--- src/btb_plru_pkg.sv ---
// Package for the bit-PLRU branch target buffer.
// Holds the command codes and the default sizes; no dependencies.
`timescale 1ns / 1ps
`default_nettype none

package btb_plru_pkg;

    localparam int ENTRIES_DEF      = 4;
    localparam int ADDRESS_BITS_DEF = 32;
    localparam int COUNTER_BITS_DEF = 2;

    localparam int ACTION_BITS = 2;

    typedef enum logic [ACTION_BITS-1:0] {
        ACT_NONE   = 2'd0,
        ACT_WRITE  = 2'd1,
        ACT_UPDATE = 2'd2
    } action_t;

endpackage

`default_nettype wire

--- src/branch_target_buffer_bit_plru_top.sv ---
// Top level of the fully associative branch target buffer with bit-PLRU replacement.
// Uses btb_plru_pkg for command codes and default sizes.
//
// One beat is accepted whenever start is high; busy never rises, so a beat may be
// issued every cycle. The result of a beat appears on the result ports in the cycle
// after it is accepted, marked by done for exactly one cycle, and must be taken then:
// the receiver cannot stall. The lookup sees the table as it was before that beat's
// write or update command, so a lookup never sees the entry written in its own beat;
// the next beat sees the new entry. The result is held in a single result register
// after the parallel compare across all entries.
`timescale 1ns / 1ps
`default_nettype none

module branch_target_buffer_bit_plru_top #(
    parameter int ENTRIES      = btb_plru_pkg::ENTRIES_DEF,
    parameter int ADDRESS_BITS = btb_plru_pkg::ADDRESS_BITS_DEF,
    parameter int COUNTER_BITS = btb_plru_pkg::COUNTER_BITS_DEF,
    localparam int IDX_BITS    = (ENTRIES > 2) ? $clog2(ENTRIES) : 1
) (
    input  wire logic                                clk,
    input  wire logic                                rst_n,
    input  wire logic                                start,
    output logic                                     busy,
    input  wire logic [ADDRESS_BITS-1:0]             lookup_address,
    input  wire logic [btb_plru_pkg::ACTION_BITS-1:0] action,
    input  wire logic [IDX_BITS-1:0]                 entry_pointer,
    input  wire logic [ADDRESS_BITS-1:0]             branch_address,
    input  wire logic [ADDRESS_BITS-1:0]             target_address,
    input  wire logic [COUNTER_BITS-1:0]             counter_value,
    output logic                                     done,
    output logic                                     miss,
    output logic [ADDRESS_BITS-1:0]                  predicted_target,
    output logic                                     hit_priority,
    output logic [COUNTER_BITS-1:0]                  hit_counter,
    output logic [IDX_BITS-1:0]                      result_pointer
);

    localparam int CNT_BITS = $clog2(ENTRIES + 1);
    localparam logic [IDX_BITS:0]   ENTRIES_W  = (IDX_BITS+1)'(ENTRIES);
    localparam logic [CNT_BITS-1:0] CNT_LAST_0 = CNT_BITS'(ENTRIES - 1);
    localparam logic [CNT_BITS-1:0] CNT_ONE    = CNT_BITS'(1);

    logic [ENTRIES-1:0]      valid_reg, valid_next;
    logic [ADDRESS_BITS-1:0] branch_reg [ENTRIES];
    logic [ADDRESS_BITS-1:0] branch_next [ENTRIES];
    logic [ADDRESS_BITS-1:0] target_reg [ENTRIES];
    logic [ADDRESS_BITS-1:0] target_next [ENTRIES];
    logic [COUNTER_BITS-1:0] counter_reg [ENTRIES];
    logic [COUNTER_BITS-1:0] counter_next [ENTRIES];
    logic [ENTRIES-1:0]      prio_reg, prio_next;
    logic                    pol_reg, pol_next;
    logic [CNT_BITS-1:0]     cnt_reg, cnt_next;

    logic                    done_reg;
    logic                    miss_reg, miss_next;
    logic [ADDRESS_BITS-1:0] tgt_reg, tgt_next;
    logic                    hprio_reg, hprio_next;
    logic [COUNTER_BITS-1:0] hcnt_reg, hcnt_next;
    logic [IDX_BITS-1:0]     rptr_reg, rptr_next;

    logic                    accept;
    logic                    hit;
    logic [IDX_BITS-1:0]     hit_idx;
    logic [IDX_BITS-1:0]     repl_idx;
    logic                    cmd_ok;
    logic                    last_low;

    assign busy   = 1'b0;
    assign accept = start && !busy;

    // lookup against the current table
    always_comb
    begin
        hit      = 1'b0;
        hit_idx  = '0;
        repl_idx = '0;
        for (int i = 0; i < ENTRIES; i++)
        begin
            if (valid_reg[i] && (branch_reg[i] == lookup_address))
            begin
                hit     = 1'b1;
                hit_idx = IDX_BITS'(i);
            end
            if (!valid_reg[i] || (prio_reg[i] == pol_reg))
            begin
                repl_idx = IDX_BITS'(i);
            end
        end

        if (hit)
        begin
            miss_next  = 1'b0;
            tgt_next   = target_reg[hit_idx];
            hprio_next = prio_reg[hit_idx];
            hcnt_next  = counter_reg[hit_idx];
            rptr_next  = hit_idx;
        end
        else
        begin
            miss_next  = 1'b1;
            tgt_next   = '0;
            hprio_next = 1'b0;
            hcnt_next  = '0;
            rptr_next  = repl_idx;
        end
    end

    // command and promotion
    always_comb
    begin
        valid_next   = valid_reg;
        branch_next  = branch_reg;
        target_next  = target_reg;
        counter_next = counter_reg;
        prio_next    = prio_reg;
        pol_next     = pol_reg;
        cnt_next     = cnt_reg;

        cmd_ok   = accept
                && (action inside {btb_plru_pkg::ACT_WRITE, btb_plru_pkg::ACT_UPDATE})
                && ({1'b0, entry_pointer} < ENTRIES_W);
        last_low = (!pol_reg && (cnt_reg == CNT_LAST_0))
                || (pol_reg && (cnt_reg == CNT_ONE));

        if (cmd_ok)
        begin
            valid_next[entry_pointer]   = 1'b1;
            counter_next[entry_pointer] = counter_value;
            if (action == btb_plru_pkg::ACT_WRITE)
            begin
                branch_next[entry_pointer] = branch_address;
                target_next[entry_pointer] = target_address;
            end
            if (prio_reg[entry_pointer] == pol_reg)
            begin
                if (last_low)
                begin
                    pol_next = !pol_reg;
                end
                else if (!prio_reg[entry_pointer])
                begin
                    prio_next[entry_pointer] = 1'b1;
                    cnt_next = cnt_reg + CNT_ONE;
                end
                else
                begin
                    prio_next[entry_pointer] = 1'b0;
                    if (cnt_reg != '0)
                    begin
                        cnt_next = cnt_reg - CNT_ONE;
                    end
                end
            end
        end
    end

    always_ff @(posedge clk or negedge rst_n)
    begin
        if (!rst_n)
        begin
            valid_reg <= '0;
            prio_reg  <= '0;
            pol_reg   <= 1'b0;
            cnt_reg   <= '0;
            done_reg  <= 1'b0;
            for (int i = 0; i < ENTRIES; i++)
            begin
                branch_reg[i]  <= '0;
                target_reg[i]  <= '0;
                counter_reg[i] <= '0;
            end
        end
        else
        begin
            valid_reg   <= valid_next;
            branch_reg  <= branch_next;
            target_reg  <= target_next;
            counter_reg <= counter_next;
            prio_reg    <= prio_next;
            pol_reg     <= pol_next;
            cnt_reg     <= cnt_next;
            done_reg    <= accept;
        end
    end

    always_ff @(posedge clk)
    begin
        if (accept)
        begin
            miss_reg  <= miss_next;
            tgt_reg   <= tgt_next;
            hprio_reg <= hprio_next;
            hcnt_reg  <= hcnt_next;
            rptr_reg  <= rptr_next;
        end
    end

    assign done             = done_reg;
    assign miss             = miss_reg;
    assign predicted_target = tgt_reg;
    assign hit_priority     = hprio_reg;
    assign hit_counter      = hcnt_reg;
    assign result_pointer   = rptr_reg;

    a_count_matches_bits: assert property (@(posedge clk) disable iff (!rst_n)
        cnt_reg == CNT_BITS'($countones(prio_reg)))
        else $error("priority bit count out of step");

    a_one_result_per_beat: assert property (@(posedge clk) disable iff (!rst_n)
        accept |=> done)
        else $error("accepted beat gave no result");

    a_no_spurious_result: assert property (@(posedge clk) disable iff (!rst_n)
        !accept |=> !done)
        else $error("result without accepted beat");

    a_miss_clears_fields: assert property (@(posedge clk) disable iff (!rst_n)
        (done && miss) |-> ((predicted_target == '0) && !hit_priority
                            && (hit_counter == '0)))
        else $error("miss result carries hit data");

    a_pointer_in_range: assert property (@(posedge clk) disable iff (!rst_n)
        done |-> ({1'b0, result_pointer} < ENTRIES_W))
        else $error("result pointer beyond table");

endmodule

`default_nettype wire

--- config.mk ---
export PLATFORM = sky130hd
export DESIGN_NAME = branch_target_buffer_bit_plru_top
export DESIGN_NICKNAME = d
export VERILOG_FILES = /design/src/btb_plru_pkg.sv /design/src/branch_target_buffer_bit_plru_top.sv
export SDC_FILE = /design/constraint.sdc
export NUM_CORES = 1
export LEC_CHECK = 0
export BUFFER_PORTS_ARGS = -buffer_cell sky130_fd_sc_hd__buf_2
export CORE_MARGIN = 2
export CORE_UTILIZATION = 45
export DETAILED_ROUTE_END_ITERATION = 12
export GPL_TIMING_DRIVEN = 0
export SLEW_MARGIN = 20
export SYNTH_ARGS = -nofsm -noshare
export SYNTH_HDL_FRONTEND = slang
export SYNTH_SLANG_ARGS = --single-unit
--- constraint.sdc ---
create_clock -name clk -period 6.2 [get_ports clk]
set_input_delay 0.62 -clock clk [delete_from_list [all_inputs] [get_ports clk]]
set_output_delay 0.62 -clock clk [all_outputs]
set_load 0.05 [all_outputs]
== Yosys cells after proc, flatten, opt, wreduce, memory -nomap -nowiden ==
Index checks and enable logic that the tools add are counted.
Storage, ports and cells
  register bits after elaboration: 315
  bits of input ports: 105
  output and inout port bits: 40
  logic and storage cells: 107
Cells by class
  $add $sub $neg: 2
  $lt $le $gt $ge: 6
  equal/unequal tests: 13
  mux-type cells: 34
  bitwise operators: 7
  reduce and logical (&&, ||, !) cells: 23
Operators with widths (number)
  128-bit bitwise mux: 2
  32-bit equality test: 4
  32-bit 2-to-1 mux: 3
  32-bit binary-select mux with 2-bit select: 1
  32-bit demux with 2-bit select: 1
  2-bit 2-to-1 mux: 8
  1-bit 2-to-1 mux: 10
  1-bit logical AND: 9
  8-bit bitwise mux: 1
  4-bit OR: 2
  3-bit >= comparator (second input constant): 2
  2-bit by 3-bit < comparator with 1-bit output (second input constant): 2
  3-bit 2-to-1 mux: 2
  2-bit inverter with 3-bit output: 2
  3-bit AND reduction: 2
  4-bit bitwise AND: 1
  1-bit binary-select mux with 2-bit select: 2
  2-bit binary-select mux with 2-bit select: 1
  2-bit demux with 2-bit select: 1
  1-bit equality test: 4
  1-bit logical NOT: 4
  1-bit logical OR: 4
  4-bit 2-to-1 mux: 1
  4-bit inverter: 1
  15 further kinds: 15

== Depth between registers and ports, before layout ==
  word-level depth: 9
  depth in mapped cells: 9
  mapped depth without buffers: 8

== Worst setup path before layout ==
Ideal clock, no wire load.
  path kind: input to register
  start: input port lookup_address[18]
  end: register hcnt_reg[0] (netlist: hit_counter[0]), data pin
  arrival: 2.269 ns
  required time: 5.936 ns
  setup slack: 3.667 ns
  stages: 9
  path buffers: 2
  path through: xor2_1 nor4_1 nand4_1 or4_1 buf_6 buf_6 nor2_1 o21a_1 a211oi_2
Between the ends
  word-level cells in the longest chain between the ends: 9
  elaborated cells between the ends (all ways): 19
  those cells by class: eq/ne: 4; mux: 10; bitwise: 1; reduce/logical: 4
Ends and longest elaborated chain
  start: declaration: line branch_target_buffer_bit_plru_top.sv:24  | input wire logic [ADDRESS_BITS-1:0] lookup_address,
  32-bit equality test: line branch_target_buffer_bit_plru_top.sv:79  | if (valid_reg[i] && (branch_reg[i] == lookup_address))
  1-bit logical AND: line branch_target_buffer_bit_plru_top.sv:79
  1-bit 2-to-1 mux: line branch_target_buffer_bit_plru_top.sv:79
  2-bit 2-to-1 mux (2 in series): line branch_target_buffer_bit_plru_top.sv:79
  2-bit inverter with 3-bit output (not written as such): line branch_target_buffer_bit_plru_top.sv:95  | hcnt_next = counter_reg[hit_idx];
  2-bit binary-select mux with 2-bit select: line branch_target_buffer_bit_plru_top.sv:95
  2-bit 2-to-1 mux (not written as such) (2 in series): line branch_target_buffer_bit_plru_top.sv:95
  end signal: assignment: line branch_target_buffer_bit_plru_top.sv:193  | hcnt_reg <= hcnt_next;
  end: declaration: line branch_target_buffer_bit_plru_top.sv:58  | logic [COUNTER_BITS-1:0] hcnt_reg, hcnt_next;
Parallel ways exist; a longest one is shown, timed or not. The select of a mux whose other input is x is not followed.
A chain may end at the register's enable or synchronous reset.

== Worst setup path in the final report ==
  start: register branch_reg[82] (netlist name)
  end: register tgt_reg[16] (netlist: predicted_target[16]), data pin
Between the ends
  word-level cells in the longest chain between the ends: 9
  elaborated cells between the ends (all ways): 12
  those cells by class: eq/ne: 1; mux: 9; bitwise: 1; reduce/logical: 1
Ends and longest elaborated chain
  start: declaration: line branch_target_buffer_bit_plru_top.sv:44  | logic [ADDRESS_BITS-1:0] branch_reg [ENTRIES];
  start signal: assignment: line branch_target_buffer_bit_plru_top.sv:176  | branch_reg <= branch_next;
  32-bit equality test *: line branch_target_buffer_bit_plru_top.sv:79
  1-bit logical AND *: line branch_target_buffer_bit_plru_top.sv:79
  1-bit 2-to-1 mux: line branch_target_buffer_bit_plru_top.sv:79
  2-bit 2-to-1 mux (2 in series): line branch_target_buffer_bit_plru_top.sv:79
  2-bit inverter with 3-bit output (not written as such): line branch_target_buffer_bit_plru_top.sv:93  | tgt_next = target_reg[hit_idx];
  32-bit binary-select mux with 2-bit select: line branch_target_buffer_bit_plru_top.sv:93
  32-bit 2-to-1 mux (not written as such) (2 in series): line branch_target_buffer_bit_plru_top.sv:93
  end signal: assignment: line branch_target_buffer_bit_plru_top.sv:191  | tgt_reg <= tgt_next;
  end: declaration: line branch_target_buffer_bit_plru_top.sv:56  | logic [ADDRESS_BITS-1:0] tgt_reg, tgt_next;
Mark *: on every way between the ends. The rest lies on a longest branch, timed or not. The select of a mux whose other input is x is not followed.

==> qor.txt <==
Outcome: completed
Pins Over Slew Limit: 0
Die area: 34600 sq um
Critical path capture point type: flip-flop
Int Pwr: 4250 uW
Endpoints failing hold: 0
Layout area overhead: 16.8%
Clk Latency, worst-skew pair: 510 ps
CP max stage cell: nor4_1
Met2 WL: 17200 um
Routed via count: 9407
Critical path type: flip-flop to flip-flop
Max Clock Skew: 22.6 ps
WP data required: 6540 ps
R2R Path Start: branch_reg[82]
Clock power frac: 0.351
Yosys reg bits: 315
Worst reg2reg endpoint: predicted_target[16]
CP endpoint: predicted_target[16]
Met1 wire length: 17100 um
Clk pin slew, worst setup/hold paths: 60 ps
Maximum root-to-sink buffer count: 3
DRC viols: 0
Clock sink count: 315
Unrepaired setup endpoints after global routing: no
WL/cell: 20.3 um
R2R cell count: 7
Most common cell after layout, fill and taps aside: dfrtp_1
Final net count: 1424
Seq/Total Area, Yosys: 0.541
Total power draw: 5830 uW
Cts repair resizes: 0
Combinational power share: 0.174
Hold/Removal Path Class: input port to asynchronous set/reset pin
Syn nets: 1242
FMAX: 273 MHz
Pwr per Cell Area: 334 nW/um^2
First-pass GRT wire length: 56200 um
Post-CTS Hold Fix Bufs: 0
Vias in the first global route: 9540
Final Hold Slack: 48.5 ps
Switch share: 0.270
Max layer used: met4
Starting Density: 0.457
Pre-Repair DR Iteration Count: 4
Mapped cell area: 14900 sq um
Final setup fails: 0
Met3 Routed Length: 1400 um
Routability cong.: 0.799
Reg2Reg Setup Slack: 2540 ps
Number of max-cap violations: 0
Fillers: 2848
Final wirelength: 36200 um
CP bufs+invs: 1
Root buffer cell: clkbuf_16
Sw Pwr: 1570 uW
Post-route ant nets: 0
Slowest stage delay, CP: 890 ps
Fin crit share: 0.590
GRT Total Usage: 0.215
Peak fanout along the critical path: 10
Multi-input logic area: 6490 sq um
Synth cell types: 41
Global route total overflow: 0
Least-Margin Pin Slew: 1040 ps
Launch point of the worst path: branch_reg[82]
Commonest non-fill, non-tap cells in the layout: dfrtp_1 (277), mux2_2 (263), buf_2 (143)
CTS tree: done
Startpoint Class: flip-flop
HPWL after detailed placement: 25400 um
H-tree Lvls: 2
Static Leak: 0.00807 uW
Initial DRC count: 390
Worst Path Arrival: 4000 ps
Cts bufs inserted: 36
Largest net degree at the start of global routing: 89
Core area: 32600 sq um
Die Width: 186 um
Mapped Cells: 1131
Peak VDD IR: 0.000173 V
CP cell instances: xor2_1, nor4_1, nand4_1, nor4_4, clkbuf_1, nor2_1, a211oi_2
Initial antenna violation count: 2
Post CTS Setup Buffer Count: 0
Layout cell share with drive strength beyond 1: 0.387
CP Depth: 7
Vias per cell: 5.27
Site Rows: 66
Warnings from Yosys: 0
Register area: 8070 sq um
Die Y: 186 um
Crit path max-delay family: simple AND/OR/NAND/NOR gates
# port buffers: 141
Num ports: 145
Syn avg cell area: 13.2 sq um
Final Critical Period: 3660 ps
Rel. slew slack: 0.303
Seq pwr share: 0.475
==> synth_stat cells <==
cell type / instances / area [sq um]
or3_1: 1 / 6.26
a21oi_1: 3 / 15.0
or2_2: 2 / 12.5
inv_2: 1 / 3.75
conb_1: 1 / 3.75
o21ai_0: 10 / 50.1
or4_1: 1 / 7.51
mux2_2: 263 / 2960
or4b_1: 1 / 10.0
a211oi_1: 3 / 22.5
a31oi_1: 3 / 18.8
nor4_1: 60 / 375
nor2_1: 75 / 282
dfrtp_1: 277 / 6930
nor2b_1: 1 / 6.26
nor3_2: 1 / 10.0
nor3_1: 8 / 40.0
a211oi_2: 30 / 375
xor2_1: 125 / 1090
nand4_1: 6 / 37.5
mux4_2: 1 / 22.5
edfxtp_1: 38 / 1140
a21o_1: 1 / 7.51
nand2b_1: 5 / 31.3
clkbuf_1: 38 / 143
buf_6: 12 / 135
nand3_1: 8 / 40.0
nand4_2: 1 / 12.5
and3_1: 1 / 6.26
nor4_4: 1 / 21.3
nand2_1: 46 / 173
buf_4: 4 / 30.0
a31o_2: 1 / 8.76
ha_1: 6 / 75.1
nor4_2: 2 / 25.0
inv_1: 7 / 26.3
o21a_1: 35 / 263
xnor2_1: 11 / 96.3
buf_2: 4 / 20.0
a311oi_2: 2 / 30.0
mux2i_1: 35 / 350
==> power by group through the flow <==
stage	Combinational [uW]	Sequential [uW]	Clock [uW]
floorplan	676	2780	0
global placement	986	2780	0
detailed placement	1020	2800	0
CTS	1020	2760	2100
global route	1120	2820	2180
finish	1010	2760	2050
==> how the worst min path moves through the flow <==
| stage | start | endpoint | slack, ps |
|---|---|---|---|
| after floorplan | rst_n | asynchronous set/reset pin | 320 |
| after global placement | valid_reg[0] | valid_reg[0] | 470 |
| after detailed placement | valid_reg[0] | valid_reg[0] | 480 |
| after CTS | rst_n | target_reg[100] | 80 |
| after global routing | rst_n | target_reg[100] | 100 |
| final | rst_n | target_reg[100] | 50 |
==> layer usage <==
metal	vias up	global-route usage
met3	34	0.0280
met2	179	0.350
met5	-	0
met4	0	0.0460
li1	4433	-
met1	4761	0.308
==> kinds of logic (layout without fill, tap and decap cells) <==
kind of cell | Yosys count | after routing | synth area share
and+or+nand+nor | 220 | 220 | 0.0735
DFF | 315 | 315 | 0.541
other | 1 | 4 | 0.000251
muxes | 299 | 299 | 0.223
adders and majority gates | 6 | 6 | 0.00503
buffers and inverters | 66 | 275 | 0.0240
xor gates and xnor gates | 136 | 136 | 0.0798
AOI/OAI and AO/OA | 88 | 88 | 0.0530
==> per-stage QoR <==
step	TNS [ps]	instance area (sq um)	instances	util	setup slack, ps
floorplan	0	14900	1131	-	3670
global route	0	17400	1783	0.534	2370
global placement	-239700	16200	1714	0.496	-888
finish	0	17400	1785	0.534	2540
CTS	0	17400	1782	0.534	2450
detailed placement	0	16300	1717	0.499	2050
==> area by class of cell <==
| class | instances | share of cell area |
|---|---|---|
| diodes | 3 | 0.000431 |
| clock buffers | 55 | 0.0611 |
| clock inverters | 10 | 0.00452 |
| inverters | 8 | 0.00172 |
| plain buffers | 58 | 0.0188 |
| multi-input cells | 750 | 0.372 |
| repair buffers | 144 | 0.0460 |
| flip-flops and latches | 315 | 0.463 |
| well taps | 442 | 0.0317 |
No activity file was read; power rests on OpenSTA's default activity.
